===== src/hdl/isotp_pkg.sv =====
// ---------------------------------------------------------------------------
// ISO-TP receive reassembly package
// Request and response payload types, event and flow-control codes.
// ---------------------------------------------------------------------------
package isotp_pkg;

   localparam int unsigned CAN_ID_W   = 29;
   localparam int unsigned FRAME_LEN_W = 4;
   localparam int unsigned FRAME_W    = 64;
   localparam int unsigned PAYLOAD_W  = 56;
   localparam int unsigned PLEN_W     = 3;
   localparam int unsigned TARGET_W   = 12;
   localparam int unsigned COUNT_W    = 13;
   localparam int unsigned SEQ_W      = 4;

   // Protocol control codes (upper nibble of byte 0).
   localparam logic [3:0] PCI_SINGLE = 4'h0;
   localparam logic [3:0] PCI_FIRST  = 4'h1;
   localparam logic [3:0] PCI_CONSEC = 4'h2;

   localparam logic [3:0] MAX_FRAME_LEN = 4'd8;

   localparam logic [2:0] EV_IGNORED     = 3'd0;
   localparam logic [2:0] EV_SINGLE_DONE = 3'd1;
   localparam logic [2:0] EV_FIRST_START = 3'd2;
   localparam logic [2:0] EV_FIRST_DONE  = 3'd3;
   localparam logic [2:0] EV_CONSEC_OK   = 3'd4;
   localparam logic [2:0] EV_CONSEC_DONE = 3'd5;
   localparam logic [2:0] EV_SEQ_ERROR   = 3'd6;
   localparam logic [2:0] EV_SHORT_FIRST = 3'd7;

   localparam logic [1:0] FLOW_NONE  = 2'd0;
   localparam logic [1:0] FLOW_CTS   = 2'd1;
   localparam logic [1:0] FLOW_ABORT = 2'd2;

   typedef struct packed {
      logic [FRAME_W-1:0]     frame_bytes;
      logic [FRAME_LEN_W-1:0] frame_len;
      logic [CAN_ID_W-1:0]    frame_id;
   } req_type;

   typedef struct packed {
      logic [1:0]           flow_request;
      logic                 message_done;
      logic [COUNT_W-1:0]   received_count;
      logic [TARGET_W-1:0]  announced_length;
      logic [PLEN_W-1:0]    payload_len;
      logic [PAYLOAD_W-1:0] payload;
      logic [2:0]           event_res;
   } rsp_type;

   // Keep the low plen bytes of a 56-bit word, clear the rest.
   function automatic logic [PAYLOAD_W-1:0] keep_bytes(input logic [PAYLOAD_W-1:0] data,
                                                       input logic [PLEN_W-1:0] plen);
      logic [PAYLOAD_W-1:0] res;
      res = '0;
      for (int i = 0; i < PAYLOAD_W/8; i++) begin
         if (PLEN_W'(i) < plen) begin
            res[i*8 +: 8] = data[i*8 +: 8];
         end
      end
      return res;
   endfunction

endpackage


===== src/hdl/isotp_receive_reassembly_unit.sv =====
// ---------------------------------------------------------------------------
// ISO-TP receive reassembly unit
// Decodes one CAN frame per request, tracks the multi-frame session and
// returns the frame's payload with an event code and a flow-control request.
// ---------------------------------------------------------------------------
//
//   channel | direction | handshake            | payload
//   --------+-----------+----------------------+---------------------------
//   req     | in        | req_valid/req_ready  | req_data (req_type)
//   rsp     | out       | rsp_valid/rsp_ready  | rsp_data (rsp_type)
//   csr     | in        | csr_valid/csr_ready  | csr_data (session id)
//
// A request is registered, decoded against the session state and written to
// the response register. It sustains one request per cycle while the response
// is not stalled; the decode sits between the two registers. A stalled
// response holds the input register, which then holds req_ready low. Reset
// clears the valid flags, the session state and the id.
//
module isotp_receive_reassembly_unit
   import isotp_pkg::*;
(
   input  logic                clock,
   input  logic                reset,
   input  logic                req_valid,
   output logic                req_ready,
   input  req_type             req_data,
   output logic                rsp_valid,
   input  logic                rsp_ready,
   output rsp_type             rsp_data,
   input  logic                csr_valid,
   output logic                csr_ready,
   input  logic [CAN_ID_W-1:0] csr_data
);

   logic                session_id_ff;
   logic [CAN_ID_W-1:0] session_id_reg_ff;
   req_type             req_ff;
   logic                req_valid_ff;
   logic                rsp_valid_ff;
   rsp_type             rsp_ff;

   logic                in_progress_ff, in_progress_in;
   logic [SEQ_W-1:0]    expected_sequence_ff, expected_sequence_in;
   logic [TARGET_W-1:0] target_length_ff, target_length_in;
   logic [COUNT_W-1:0]  byte_count_ff, byte_count_in;
   rsp_type             rsp_in;

   logic                advance;
   logic [3:0]          len;
   logic [7:0]          byte0;
   logic [3:0]          code;
   logic [3:0]          low;
   logic [PLEN_W-1:0]   plen;
   logic [PAYLOAD_W-1:0] shifted;
   logic [COUNT_W-1:0]  count_sum;
   logic [TARGET_W-1:0] first_target;

   assign csr_ready = 1'b1;
   assign advance   = req_valid_ff && (!rsp_valid_ff || rsp_ready);
   assign req_ready = !req_valid_ff || advance;
   assign rsp_valid = rsp_valid_ff;
   assign rsp_data  = rsp_ff;

   always_comb begin
      len          = (req_ff.frame_len > MAX_FRAME_LEN) ? MAX_FRAME_LEN : req_ff.frame_len;
      byte0        = req_ff.frame_bytes[7:0];
      code         = byte0[7:4];
      low          = byte0[3:0];
      first_target = {low, req_ff.frame_bytes[15:8]};
      plen         = '0;
      shifted      = '0;
      count_sum    = '0;

      in_progress_in       = in_progress_ff;
      expected_sequence_in = expected_sequence_ff;
      target_length_in     = target_length_ff;
      byte_count_in        = byte_count_ff;

      rsp_in              = '0;
      rsp_in.event_res    = EV_IGNORED;
      rsp_in.flow_request = FLOW_NONE;

      if (req_ff.frame_id == session_id_reg_ff && len != 4'd0) begin
         case (code)
            PCI_SINGLE: begin
               if (len >= 4'd2 && ({1'b0, low} + 5'd1) <= {1'b0, len}) begin
                  plen                = low[PLEN_W-1:0];
                  shifted             = req_ff.frame_bytes[63:8];
                  rsp_in.event_res    = EV_SINGLE_DONE;
                  rsp_in.message_done = 1'b1;
               end
            end
            PCI_FIRST: begin
               if (!in_progress_ff) begin
                  if (len < 4'd2) begin
                     rsp_in.event_res    = EV_SHORT_FIRST;
                     rsp_in.flow_request = FLOW_ABORT;
                  end else begin
                     plen             = PLEN_W'(len - 4'd2);
                     shifted          = {8'h00, req_ff.frame_bytes[63:16]};
                     target_length_in = first_target;
                     byte_count_in    = COUNT_W'(plen);
                     if ({1'b0, first_target} <= COUNT_W'(plen)) begin
                        rsp_in.event_res    = EV_FIRST_DONE;
                        rsp_in.message_done = 1'b1;
                     end else begin
                        rsp_in.event_res     = EV_FIRST_START;
                        rsp_in.flow_request  = FLOW_CTS;
                        in_progress_in       = 1'b1;
                        expected_sequence_in = SEQ_W'(1);
                     end
                  end
               end
            end
            PCI_CONSEC: begin
               if (in_progress_ff && len >= 4'd2) begin
                  if (low != expected_sequence_ff) begin
                     rsp_in.event_res = EV_SEQ_ERROR;
                     in_progress_in   = 1'b0;
                  end else begin
                     // Sequence number wraps from 15 to 0.
                     expected_sequence_in = expected_sequence_ff + SEQ_W'(1);
                     plen                 = PLEN_W'(len - 4'd1);
                     shifted              = req_ff.frame_bytes[63:8];
                     count_sum            = byte_count_ff + COUNT_W'(plen);
                     byte_count_in        = count_sum;
                     if (count_sum >= {1'b0, target_length_ff}) begin
                        rsp_in.event_res    = EV_CONSEC_DONE;
                        rsp_in.message_done = 1'b1;
                        in_progress_in      = 1'b0;
                     end else begin
                        rsp_in.event_res = EV_CONSEC_OK;
                     end
                  end
               end
            end
            default: begin
            end
         endcase
      end

      rsp_in.payload          = keep_bytes(shifted, plen);
      rsp_in.payload_len      = plen;
      rsp_in.announced_length = target_length_in;
      rsp_in.received_count   = byte_count_in;
   end

   always_ff @(posedge clock) begin
      if (reset) begin
         req_valid_ff         <= 1'b0;
         rsp_valid_ff         <= 1'b0;
         session_id_ff        <= 1'b0;
         session_id_reg_ff    <= '0;
         in_progress_ff       <= 1'b0;
         expected_sequence_ff <= '0;
         target_length_ff     <= '0;
         byte_count_ff        <= '0;
      end else begin
         if (csr_valid) begin
            session_id_reg_ff <= csr_data;
            session_id_ff     <= 1'b1;
         end
         if (req_ready) begin
            req_valid_ff <= req_valid;
         end
         if (advance) begin
            rsp_valid_ff         <= 1'b1;
            in_progress_ff       <= in_progress_in;
            expected_sequence_ff <= expected_sequence_in;
            target_length_ff     <= target_length_in;
            byte_count_ff        <= byte_count_in;
         end else if (rsp_ready) begin
            rsp_valid_ff <= 1'b0;
         end
      end
   end

   always_ff @(posedge clock) begin
      if (req_valid && req_ready) begin
         req_ff <= req_data;
      end
      if (advance) begin
         rsp_ff <= rsp_in;
      end
   end

   // A written session id never changes the reset-cleared flag back.
   a_csr_flag: assert property (@(posedge clock) disable iff (reset)
      session_id_ff |=> session_id_ff)
      else $error("session id written flag dropped");

   a_done_event: assert property (@(posedge clock) disable iff (reset)
      rsp_valid && rsp_data.message_done |->
         (rsp_data.event_res == EV_SINGLE_DONE || rsp_data.event_res == EV_FIRST_DONE ||
          rsp_data.event_res == EV_CONSEC_DONE))
      else $error("message done with a non-completing event");

   a_abort_event: assert property (@(posedge clock) disable iff (reset)
      rsp_valid && rsp_data.flow_request == FLOW_ABORT |->
         rsp_data.event_res == EV_SHORT_FIRST)
      else $error("abort requested without a short first frame");

   a_seq_error: assert property (@(posedge clock) disable iff (reset)
      rsp_valid && rsp_data.event_res == EV_SEQ_ERROR |->
         rsp_data.payload_len == '0 && !in_progress_ff)
      else $error("sequence error left payload or session open");

   a_advance: assert property (@(posedge clock) disable iff (reset)
      advance |=> rsp_valid)
      else $error("decoded request did not reach the response register");

endmodule

===== config.mk =====
export PLATFORM = sky130hd
export DESIGN_NAME = isotp_receive_reassembly_unit
export DESIGN_NICKNAME = d
export VERILOG_FILES = /design/src/hdl/isotp_pkg.sv /design/src/hdl/isotp_receive_reassembly_unit.sv
export SDC_FILE = /design/constraint.sdc
export NUM_CORES = 1
export LEC_CHECK = 0
export BUFFER_PORTS_ARGS = -buffer_cell sky130_fd_sc_hd__buf_2
export CORE_ASPECT_RATIO = 0.9
export CORE_UTILIZATION = 50
export DETAILED_ROUTE_END_ITERATION = 12
export GPL_TIMING_DRIVEN = 1
export PLACE_DENSITY = 0.77
export SLEW_MARGIN = 20
export SYNTH_ARGS = -nofsm -noshare
export SYNTH_HDL_FRONTEND = slang
export SYNTH_SLANG_ARGS = --single-unit

===== constraint.sdc =====
create_clock -name clock -period 4.1 [get_ports clock]
set_input_delay 0.41 -clock clock [delete_from_list [all_inputs] [get_ports clock]]
set_output_delay 0.41 -clock clock [all_outputs]
set_load 0.005 [all_outputs]

Word-level counts from Yosys, hierarchy flattened
Index checks and enable logic that the tools add are counted.
{"block": "op_classes", "n_div": 0, "n_reduce_logical": 24, "mul": 0, "n_addsub": 5, "muxes": 57, "n_shift": 0, "n_lt_le_gt_ge": 13, "bitwise_logic": 2, "eq_ne": 10}
{"cell": "56-bit two-way mux", "count": 3}
{"cell": "56-bit case mux with 3 select lines", "count": 1}
{"cell": "48-bit two-way mux", "count": 2}
{"cell": "13-bit two-way mux", "count": 5}
{"cell": "12-bit two-way mux", "count": 4}
{"cell": "29-bit equality test", "count": 1}
{"cell": "3-bit two-way mux", "count": 9}
{"cell": "13-bit case mux with 2 select lines", "count": 1}
{"cell": "4-bit two-way mux", "count": 6}
{"cell": "1-bit two-way mux", "count": 19}
{"cell": "3-bit case mux with 3 select lines", "count": 2}
{"cell": "2-bit AND reduction", "count": 7}
{"cell": "13-bit by 3-bit adder with 13-bit output", "count": 1}
{"cell": "13-bit by 12-bit >= comparator with 1-bit output", "count": 1}
{"cell": "12-bit by 3-bit less-or-equal comparator with 1-bit output", "count": 1}
{"cell": "2-bit inequality test, second input constant", "count": 5}
{"cell": "3-bit < comparator, first input constant", "count": 3}
{"cell": "4-bit case mux with 2 select lines", "count": 1}
{"cell": "8-bit AND reduction", "count": 1}
{"cell": "1-bit by 3-bit < comparator with 1-bit output, first input constant", "count": 2}
{"cell": "2-bit by 3-bit < comparator with 1-bit output, first input constant", "count": 2}
{"cell": "4-bit by 1-bit adder with 5-bit output, second input constant", "count": 1}
{"cell": "5-bit by 4-bit less-or-equal comparator with 1-bit output", "count": 1}
{"cell": "1-bit logical AND", "count": 5}
{"cell": "other kinds (22)", "count": 27}
{"block": "word_totals", "n_memories": 0, "latchBits": 0, "ram_bits": 0, "romBits": 0, "input_bits": 131, "elab_cells": 135, "ff_bits": 248, "output_inout_bits": 93}

Longest topological paths before layout
Gate-level depths: netlist (run 1).
{"block": "depth", "ltp_word": 9, "mapped_depth": 17, "ltp_nobuf": 17}

Worst setup path after synthesis (run 1)
No wires, ideal clock.
{"block": "synth_path", "kind": "input-to-reg", "startpoint": "input rsp_ready", "endpoint": "register rsp_ff (netlist bit rsp_data[0]) (enable)", "setup_time_ns": 0.489, "setup_slack_ns": 0.170, "t_required_ns": 3.611, "path_buffers": 1, "path_stages": 4, "t_arrival_ns": 3.441, "path_cell_list": "nand2b_1 > nand2_1 > clkinv_1 > clkbuf_1"}
{"block": "synth_via", "elab_chain_len": 2}
{"element": "from (decl)", "line": "isotp_receive_reassembly_unit.sv:28", "rtl": "input logic rsp_ready,"}
{"element": "1-bit logical OR", "line": "isotp_receive_reassembly_unit.sv:59", "rtl": "assign advance = req_valid_ff && (!rsp_valid_ff || rsp_ready);"}
{"element": "1-bit logical AND", "line": "isotp_receive_reassembly_unit.sv:59"}
{"element": "named net advance", "line": "isotp_receive_reassembly_unit.sv:48", "rtl": "logic advance;"}
{"element": "to (signal assigned)", "line": "isotp_receive_reassembly_unit.sv:183", "rtl": "rsp_ff <= rsp_in;"}
{"element": "to (decl)", "line": "isotp_receive_reassembly_unit.sv:40", "rtl": "rsp_type rsp_ff;"}
The timed path passes the listed nets, and every way through them passes these cells.
A chain may end at the register's enable or synchronous reset.

Worst setup path in the final report (run 1)
{"block": "layout_path", "startpoint": "register req_ff[32] (netlist bit)", "endpoint": "register in_progress_ff"}
{"block": "layout_via", "elab_chain_len": 8, "word_cells_on_any_way": 19, "cone_classes": "3 x add/sub; 5 x order compare; 2 x eq/ne; 5 x mux; 4 x reduce/logical"}
{"element": "from (decl)", "line": "isotp_receive_reassembly_unit.sv:37", "rtl": "req_type req_ff;"}
{"element": "from (signal assigned)", "line": "isotp_receive_reassembly_unit.sv:180", "rtl": "req_ff <= req_data;"}
{"element": "4-bit > comparator", "line": "isotp_receive_reassembly_unit.sv:65", "rtl": "len = (req_ff.frame_len > MAX_FRAME_LEN) ? MAX_FRAME_LEN : req_ff.frame_len;"}
{"element": "4-bit two-way mux *", "line": "isotp_receive_reassembly_unit.sv:65"}
{"element": "parallel branches: the longest is 6 deep, another holds 13-bit by 3-bit adder with 13-bit output"}
{"element": "to (signal assigned)", "line": "isotp_receive_reassembly_unit.sv:168", "rtl": "in_progress_ff <= in_progress_in;"}
{"element": "to (decl)", "line": "isotp_receive_reassembly_unit.sv:42", "rtl": "logic in_progress_ff, in_progress_in;"}
Every way passes the cells marked *.

==> metrics.txt, run 1 <==
Tot GR Track Use 0.233; final WL 26,800 um; Max Slew Vio Count 0; Ports 224; Slew HR 0.400; Final Hold Fails 0; crit-path max FO 5; Reg power frac 0.529; Iteration-0 DRC Markers 554; Antenna Violating Nets Remaining 0; CTS Buf Count 26; hold endpoint req_ff[8]$_DFFE_PP_; top cell type's share of synthesized area 0.505; MaxCap Viol Count 0; clk_lat worst skew 0.52 ns; global-route wire length before repair 41,200 um; Total Neg Setup Slack 0 ns; Static Leakage 4.91 nW; root buf cell clkbuf_16; die width 159 um; cell area after layout 13,400 um2; Internal 0.00425 W; delay-heaviest family, CP compound AO/OA/AOI/OAI gates; Max Root-Sink Buffers 3; Placer Congestion 0.882; reg2reg end in_progress_ff$_SDFFE_PP0P_; logic gate share of total power 0.069; FP Rows 51; core area 21,700 um2; status finished clean; count of cell types in the netlist 84; CTS H-tree lvls 1; total gr overflow 0; Power Dens Cells 409 nW/um2; nature of the critical path startpoint flop; hpwl dp 18,600 um; pin count of the biggest net entering global routing 67; Worst Hold Class input pin to flop; Min-Delay Path Depth 1; achievable frequency 263 MHz; Commonest cells post-synth 187 x edfxtp_1, 62 x nor2_1, 61 x dfxtp_1; CP peak stage delay 0.39 ns; FFs w/ async S/R, synth 0; Synth Flop Type edfxtp_1; syn_area_per_cell 13.1 um2; min-delay src req_data[8]; flop2flop setup slack 0.29 ns; WP buf/inv 3; sw power 0.00121 W; port bufs 222; Clk pwr share 0.401; Initial Utilization 0.512; Synth area leader edfxtp_1; Worst EP arrival 4.24 ns; placed cells 1,329; number of vias per cell 5.69; Die Height 143 um; worst slew pin tran 0.901 ns; die area 22,800 um2; CTS Hold Bufs 0; routed vias 7,885; worst setup path class flop to flop; Post-DP Area 12,500 um2; initial antenna violation count 6; drt first pass iters 5; Non-Filler Instances 1,385; Reg clk slew, reported paths 0.07 ns; CTS tree built; sinks on the clock net 248; critical path endpoint category flop; worst ir drop on vdd 0.344 mV; post-synthesis sequential area ratio 0.615; WP data required 4.54 ns; r2r startpoint req_ff[32]$_DFFE_PP_; final setup vio count 0; Final period util 0.928; Final nets 1,230; drt drc 0; slowest stage cell, crit path edfxtp_1; fillers 1,740; DR WL/cell 19.3 um; Synth Cell Area 11,100 um2; syn nets 1,009; FF+latch count, synth 248; Layout Skew 0.0167 ns; share of cells above drive strength 1 0.307; unrepaired setup endpoints after global routing false; synthesis-to-layout area growth 20.3%; worst reg2reg path depth 18; EDFF count, synth 187; Syn. warnings 0; Post-Synthesis Cells 848; switching part of the total power 0.222; critical path, cell by cell inv_2, nand2_1, buf_4, ha_1, xnor2_2, ha_1, a21o_1, and3_1, and3_1, xor2_2, ha_1, a21o_1, a21o_1, a221oi_1, o21ai_1, buf_4, o21a_1, o221ai_1; min Tclk post-route 3.81 ns; top post-synthesis cells by area edfxtp_1 51%, dfxtp_1 11%, ha_1 3.3%, a22oi_1 3.2%, mux2i_1 3.0%; top-count cell post-synth edfxtp_1; vias in the first global route 7,695
==> through the flow <==
step                       util  hold WS [ns]  setup slack (ns)  power, W
after floorplan               -         0.450             0.170   0.00314
after CTS                 0.613        0.0369            0.0673   0.00550
after detailed placement  0.576         0.475             0.101   0.00332
final                     0.616        0.0605             0.293   0.00547
after global placement    0.576         0.467             0.170   0.00330
after global routing      0.616        0.0348            0.0150   0.00566
==> worst max-delay path by stage <==
stage	from	endpoint	slack, ns	depth (start not counted)
6_report	req_ff[32]$_DFFE_PP_	in_progress_ff$_SDFFE_PP0P_	0.29	18
5_1_grt	req_ff[32]$_DFFE_PP_	rsp_data[0]$_SDFFCE_PN0P_	0.01	17
4_1_cts	req_ff[32]$_DFFE_PP_	rsp_data[0]$_SDFFCE_PN0P_	0.07	16
3_5_place_dp	req_ff[32]$_DFFE_PP_	rsp_data[0]$_SDFFCE_PN0P_	0.10	16
3_3_place_gp	req_ff[32]$_DFFE_PP_	rsp_data[87]$_SDFFCE_PN0P_	0.17	16
2_1_floorplan	rsp_ready	rsp_data[0]$_SDFFCE_PN0P_	0.17	4
==> worst register-to-register path, cell delays in order, from the launching register on <==
cell and delay [ns]:
edfxtp_1 0.39, inv_2 0.10, nand2_1 0.11, buf_4 0.19, ha_1 0.21, xnor2_2 0.15, ha_1 0.33, a21o_1 0.24
and3_1 0.17, and3_1 0.20, xor2_2 0.16, ha_1 0.30, a21o_1 0.16, a21o_1 0.17, a221oi_1 0.21, o21ai_1 0.17
buf_4 0.17, o21a_1 0.17, o221ai_1 0.14
==> cell families after synthesis <==
| logic type | after synthesis | share of synthesized area |
|---|---|---|
| and+or+nand+nor | 208 | 0.103 |
| DFF | 248 | 0.615 |
| xor gates and xnor gates | 47 | 0.0377 |
| muxes | 43 | 0.0399 |
| adders and majority gates | 30 | 0.0345 |
| buffers and inverters | 83 | 0.0357 |
| AOI/OAI and AO/OA | 188 | 0.134 |
| other | 1 | 0.000337 |
==> layer usage <==
metal  GRT usage  wire length, um  vias up  share of wire
li1            -                -     3715              -
met2       0.373            12200      344           0.46
met5           0               27        -         0.0010
met1       0.306            11400     3767           0.42
met3      0.0626             2390       55          0.089
met4      0.0820              808        4          0.030
==> sequential cells by signal (all words and copies together), names as in the netlist <==
| signal | flops |
|---|---|
| rsp_data | 90 |
| first_target | 8 |
| req_valid_ff | 1 |
| target_length_ff | 12 |
| byte0 | 8 |
| session_id_reg_ff | 29 |
| in_progress_ff | 1 |
| expected_sequence_ff | 4 |
| rsp_valid | 1 |
| byte_count_ff | 13 |
| req_ff | 81 |
==> layout make-up <==
class,count,area (um2),area share
antenna,5,12.5,0.000936
clock buffer,31,691,0.0517
clock inverter,17,115,0.00861
inverter,31,119,0.00889
multi-input combinational,517,3930,0.294
sequential,248,6840,0.512
tap,291,364,0.0272
timing repair buffer,245,1300,0.0970
==> power groups by stage <==
| stage | clock (W) | combinational (W) | sequential, W |
|---|---|---|---|
| after floorplan | 0 | 0.000202 | 0.00294 |
| after global placement | 0 | 0.000361 | 0.00294 |
| after detailed placement | 0 | 0.000370 | 0.00294 |
| after CTS | 0.00224 | 0.000373 | 0.00289 |
| after global routing | 0.00234 | 0.000416 | 0.00290 |
| final | 0.00219 | 0.000378 | 0.00289 |
==> placed cells by master (no fill, tap or decap), types with 12 or more instances in the layout <==
cell,synthesis,final
a211oi_1,25,25
a21oi_1,19,18
a22oi_1,48,48
buf_2,14,222
buf_4,5,22
clkbuf_16,0,27
dfxtp_1,61,61
edfxtp_1,187,187
ha_1,29,28
inv_1,29,28
mux2i_1,33,33
nand2_1,32,32
nand4_1,23,23
nor2_1,62,62
nor2b_1,12,12
nor3_1,25,25
o31ai_1,18,18
xnor2_1,35,34
==> what timing repair did <==
| item | in CTS | in global routing |
|---|---|---|
| setup endpoints to repair | 0 | 3 |
| resized for setup | 0 | 6 |
| setup buffers | 0 | 3 |
(Power assumes the default switching activity.)
==> inputs of run 2 (changes only) <==
--- a/config.mk
+++ b/config.mk
@@ -10,5 +10,4 @@
 export CORE_UTILIZATION = 50
 export DETAILED_ROUTE_END_ITERATION = 12
-export GPL_TIMING_DRIVEN = 1
 export PLACE_DENSITY = 0.77
 export SLEW_MARGIN = 20
==> constraint.sdc (replaced) <==
create_clock -name clock -period 4.1 [get_ports clock]
set_input_delay 0.41 -clock clock [delete_from_list [all_inputs] [get_ports clock]]
set_output_delay 0.41 -clock clock [all_outputs]
set_load 0.1 [all_outputs]
==> metrics.txt, run 2 (synthesized netlist as in run 1, its figures left out) <==
multi-input logic area 3930 um2 (about the same); DR WL/cell 19.5 um (+1.0%); share of cells above drive strength 1 0.306 (-0.000637); Reg clk slew, reported paths 0.06 ns (about the same); critical path endpoint category flop; critical path, cell by cell inv_1, nand2_1, buf_4, ha_1, xnor2_2, ha_1, a21o_1, and3_1, and3_1, xor2_2, ha_1, a21o_1, a21o_1, a221oi_1, o21ai_1, a21oi_2, a21oi_1; worst slew pin tran 1.01 ns (+0.113 ns); switching part of the total power 0.257 (+0.0351); global-route wire length before repair 42,200 um (+2.5%); Final Hold Fails 0 (unchanged); worst ir drop on vdd 0.313 mV (-8.9%); Layout Skew 0.0128 ns (-0.00384 ns); Reg power frac 0.485 (-0.044); slowest stage cell, crit path edfxtp_1; number of vias per cell 5.73 (+0.71%); Max Root-Sink Buffers 3 (unchanged); FP Rows 51 (unchanged); crit-path max FO 5 (unchanged); delay-heaviest family, CP compound AO/OA/AOI/OAI gates; Placer Congestion 0.895 (+1.6%); Final period util 0.951 (+0.0225); MaxCap Viol Count 0 (unchanged); final worst slack 0.201 ns (-0.0923 ns); CTS H-tree lvls 1 (unchanged); Power Dens Cells 446 nW/um2 (+8.9%); final setup vio count 0 (unchanged); core area 21,700 um2 (unchanged); WP buf/inv 2 (-1); r2r startpoint req_ff[32]$_DFFE_PP_; root buf cell clkbuf_16; DP Worst Slack 0.0151 ns (-0.0858 ns); sw power 0.00153 W (+27%); Setup Buffers After CTS 0 (unchanged); sinks on the clock net 248 (unchanged); max reg flops 90 (unchanged); synthesis-to-layout area growth 20.7%; status finished clean; port bufs 222 (unchanged); register area 6840 um2 (unchanged); logic gate share of total power 0.116 (+0.047); Worst EP arrival 4.16 ns (-0.08 ns); CTS Buf Count 26 (unchanged); clk_lat worst skew 0.53 ns (about the same); nature of the critical path startpoint flop; min-delay src req_data[96]; most frequent cells in the layout 222 x buf_2, 187 x edfxtp_1, 62 x nor2_1; Worst Hold Class input pin to flop; vias in the first global route 7,689 (-0.078%); Max Slew Vio Count 0 (unchanged); Ports 224 (unchanged); min Tclk post-route 3.90 ns (+0.0923 ns); drt first pass iters 7 (+2); Internal 0.00444 W (+4.4%); total gr overflow 0 (unchanged); final WL 27,000 um (+0.72%); Clk pwr share 0.399 (-0.002); Critical Path Start req_ff[32]$_DFFE_PP_; unrepaired setup endpoints after global routing false; hpwl dp 18,700 um (+0.57%); Slew HR 0.324 (-0.0756); fillers 1,722 (-1.0%); Iteration-0 DRC Markers 642 (+16%); worst setup path class flop to flop; Tot GR Track Use 0.236 (+0.00364); WP data required 4.37 ns (-0.17 ns); CTS Hold Bufs 0 (unchanged); die area 22,800 um2 (unchanged); CP peak stage delay 0.38 ns (about the same); Antenna Violating Nets Remaining 0 (unchanged); Total Neg Setup Slack 0 ns (unchanged); Static Leakage 4.93 nW (+0.46%); drt drc 0 (unchanged); Final nets 1,230 (unchanged); pin count of the biggest net entering global routing 75 (+12%); initial antenna violation count 5 (-1); die width 159 um (unchanged); CTS tree built; most common cell after layout, fill and taps aside buf_2; Initial Utilization 0.512 (unchanged); achievable frequency 256 MHz (-2.4%); Die Height 143 um (unchanged); routed vias 7,918 (+0.42%)
[run 2: worst paths after layout]
check / end / slack [ns] / cells past startpoint
worst max-delay path: rsp_data[0]$_SDFFCE_PN0P_ / 0.20 / 17
worst min-delay path: req_ff[96]$_DFFE_PP_ / 0.05 / 1
worst max register to register: rsp_data[0]$_SDFFCE_PN0P_ / 0.20 / 17
worst min register to register: target_length_ff[0]$_SDFFE_PP0P_ / 0.49 / 2
[run 2: layout make-up]
cell class,instances,area share
Tap cell,291,0.0272
Sequential cell,248,0.510
Multi-Input combinational cell,517,0.293
Clock buffer,34,0.0523
Clock inverter,13,0.0124
Timing Repair Buffer,245,0.0957
Antenna cell,2,0.000373
Inverter,31,0.00886
[run 2: power by group through the flow]
stage,Clock [W],Combinational (W),Sequential (W)
floorplan,0,0.000207,0.00324
global placement,0,0.000678,0.00294
detailed placement,0,0.000686,0.00295
CTS,0.00243,0.000689,0.00290
global route,0.00251,0.000730,0.00291
finish,0.00239,0.000692,0.00290
[run 2: timing repair]
| action | CTS | global route |
|---|---|---|
| resized for setup | 0 | 6 |
| endpoints found under the setup margin | 0 | 3 |
| endpoints found under the hold margin | 0 | 0 |
[run 2: per-layer routing]
metal	GRT usage	vias up	part of all wire
met2	0.383	353	0.46
met1	0.314	3793	0.42
met5	0	-	0.00074
met4	0.0845	4	0.033
li1	-	3712	-
met3	0.0540	56	0.083
[run 2: worst register-to-register path: stages (launching register included)]
cell      delay (ns)
edfxtp_1        0.38
inv_1           0.15
nand2_1         0.14
buf_4           0.19
ha_1            0.21
xnor2_2         0.15
ha_1            0.33
a21o_1          0.21
and3_1          0.19
and3_1          0.20
xor2_2          0.20
ha_1            0.27
a21o_1          0.16
a21o_1          0.18
a221oi_1        0.22
o21ai_1         0.18
a21oi_2         0.19
a21oi_1         0.08
[run 2: metrics by stage]
stage                     cells  utilization  cell area [um2]  hold WS [ns]  total power, W
after floorplan             848            -            11100         0.450         0.00345
after global placement     1332        0.576            12500         0.469         0.00362
after detailed placement   1332        0.576            12500         0.485         0.00363
after CTS                  1379        0.616            13400        0.0379         0.00602
after global routing       1379        0.618            13400        0.0420         0.00614
final                      1381        0.618            13400        0.0544         0.00597
==> inputs of run 3 (changes only) <==
Settings changed: CORE_UTILIZATION 50 to 25, PLACE_DENSITY 0.77 to unset, RECOVER_POWER set to 25.
==> metrics.txt, run 3 (synthesized netlist as in run 1, its figures left out) <==
status finished with violations; failing checks max-capacitance violations, max-slew violations; vias in the first global route 8,374 (+8.9%); final WL 32,400 um (+20%); total gr overflow 0 (unchanged); critical path endpoint category flop; worst slew pin tran 2.17 ns (+1.16 ns); hpwl dp 22,100 um (+18%); most frequent cells in the layout 215 x buf_2, 187 x edfxtp_1, 70 x dlygate4sd3_1; cell area after layout 14,700 um2 (+9.3%); min Tclk post-route 3.89 ns (-0.00566 ns); Final period util 0.950 (-0.00138); root buf cell clkbuf_16; nature of the critical path startpoint flop; routed vias 8,239 (+4.1%); Placer Congestion 0.847 (-5.4%); Worst Hold Class input pin to flop; Worst EP arrival 4.20 ns (+0.04 ns); MaxCap Viol Count 1 (+1); flop2flop setup slack 0.21 ns (about the same); Total Neg Setup Slack 0 ns (unchanged); Final nets 1,302 (+5.9%); worst ir drop on vdd 0.296 mV (-5.3%); Slew HR -0.450 (-0.774); CTS tree built; fillers 4,353 (+150%); most common cell after layout, fill and taps aside buf_2; Ports 224 (unchanged); CTS H-tree lvls 1 (unchanged); global-route wire length before repair 49,900 um (+18%); Post-DP Area 12,900 um2 (+3.2%); FP Rows 72 (+41%); sinks on the clock net 248 (unchanged); Iteration-0 DRC Markers 577 (-10%); share of cells above drive strength 1 0.290 (-0.0157); Min-Delay Path Depth 1 (unchanged); drt first pass iters 5 (-2); crit-path max FO 6 (+1); Reg clk slew, reported paths 0.06 ns (about the same); Antenna Violating Nets Remaining 0 (unchanged); max reg flops 90 (unchanged); core area 43,400 um2 (+100%); die area 45,300 um2 (+98%); CTS Buf Count 29 (+12%); Tot Pwr 0.00633 W (+6.0%); synthesis-to-layout area growth 31.9%; port bufs 222 (unchanged); initial antenna violation count 9 (+4); WP data required 4.40 ns (+0.03 ns); die width 224 um (+41%); Tot GR Track Use 0.142 (-0.0947); clk_lat worst skew 0.58 ns (+0.05 ns); Max Slew Vio Count 30 (+30); worst setup path class flop to flop; DR WL/cell 18.4 um (-5.8%); Max Root-Sink Buffers 3 (unchanged); final setup vio count 0 (unchanged); pin count of the biggest net entering global routing 98 (+31%); Power Dens Cells 432 nW/um2 (-3.0%); worst reg2reg path depth 17 (unchanged); Layout Skew 0.0293 ns (+0.0165 ns); Initial Utilization 0.256 (-0.256); Die Height 202 um (+41%); achievable frequency 257 MHz (+0.15%); drt drc 0 (unchanged); number of vias per cell 4.68 (-18%); Final Hold Fails 0 (unchanged); Static Leakage 5.27 nW (+6.8%)
[run 3: cell count changes in the layout (fill, tap and decap cells not counted), moves of 2 or more]
cell and delta:
dlygate4sd3_1 +70, buf_2 -7, buf_4 -4, buf_12 +3, clkbuf_1 +3, clkbuf_16 +2, clkinv_2 +2, clkinv_4 +2
clkinvlp_2 +2
[run 3: final timing paths]
path                                                        start                           endpoint
worst max-delay path                         req_ff[32]$_DFFE_PP_          rsp_data[0]$_SDFFCE_PN0P_
worst min-delay path                                 req_data[22]               req_ff[22]$_DFFE_PP_
worst max register to register               req_ff[32]$_DFFE_PP_          rsp_data[0]$_SDFFCE_PN0P_
worst min register to register  target_length_ff[11]$_SDFFE_PP0P_  target_length_ff[11]$_SDFFE_PP0P_
[run 3: power by group]
group | total [W] | internal [W] | switching, W
registers | 0.00290 | 0.00282 | 0.0000734
logic | 0.000764 | 0.000213 | 0.000552
clock network | 0.00267 | 0.00158 | 0.00109
total | 0.00633 | 0.00462 | 0.00172
[run 3: area by class of cell]
class	count	area (um2)	area share
flip-flops and latches	248	6840	0.467
multi-input cells	517	3960	0.270
repair buffers	314	2010	0.137
clock buffers	34	754	0.0515
well taps	592	741	0.0506
clock inverters	20	230	0.0157
inverters	31	118	0.00803
diodes	3	7.51	0.000512
[run 3: metrics by stage]
| step | utilization | std cells | worst slack, ns | hold slack, ns |
|---|---|---|---|---|
| final | 0.337 | 1759 | 0.207 | 0.0289 |
| after floorplan | - | 848 | 0.198 | 0.450 |
| after CTS | 0.336 | 1753 | 0.00768 | 0.000488 |
| after detailed placement | 0.297 | 1629 | 0.00987 | 0.504 |
| after global routing | 0.337 | 1757 | -0.0345 | 0.00965 |
| after global placement | 0.297 | 1629 | 0.153 | 0.494 |
[run 3: routing by layer]
layer	track usage	wire length, um
met1	0.199	14700
met2	0.214	14200
met3	0.0410	2710
met4	0.0328	671
met5	0	62
[run 3: what timing repair did]
item,CTS,global route
gates resized for setup,0,8
endpoints found under the hold margin,70,0
endpoints found under the setup margin,0,3
hold buffers,70,0
buffers inserted,0,3
[run 3: worst max-delay path, cell delays in order (launching register included)]
cell and delay [ns]:
edfxtp_1 0.39, inv_1 0.13, nand2_1 0.12, buf_4 0.18, ha_1 0.22, xnor2_2 0.15, ha_1 0.33, a21o_1 0.22
and3_4 0.25, and3_1 0.21, xor2_2 0.19, ha_1 0.27, a21o_1 0.17, a21o_1 0.20, a221oi_2 0.17, o21ai_1 0.16
a21oi_1 0.20, a21oi_1 0.09
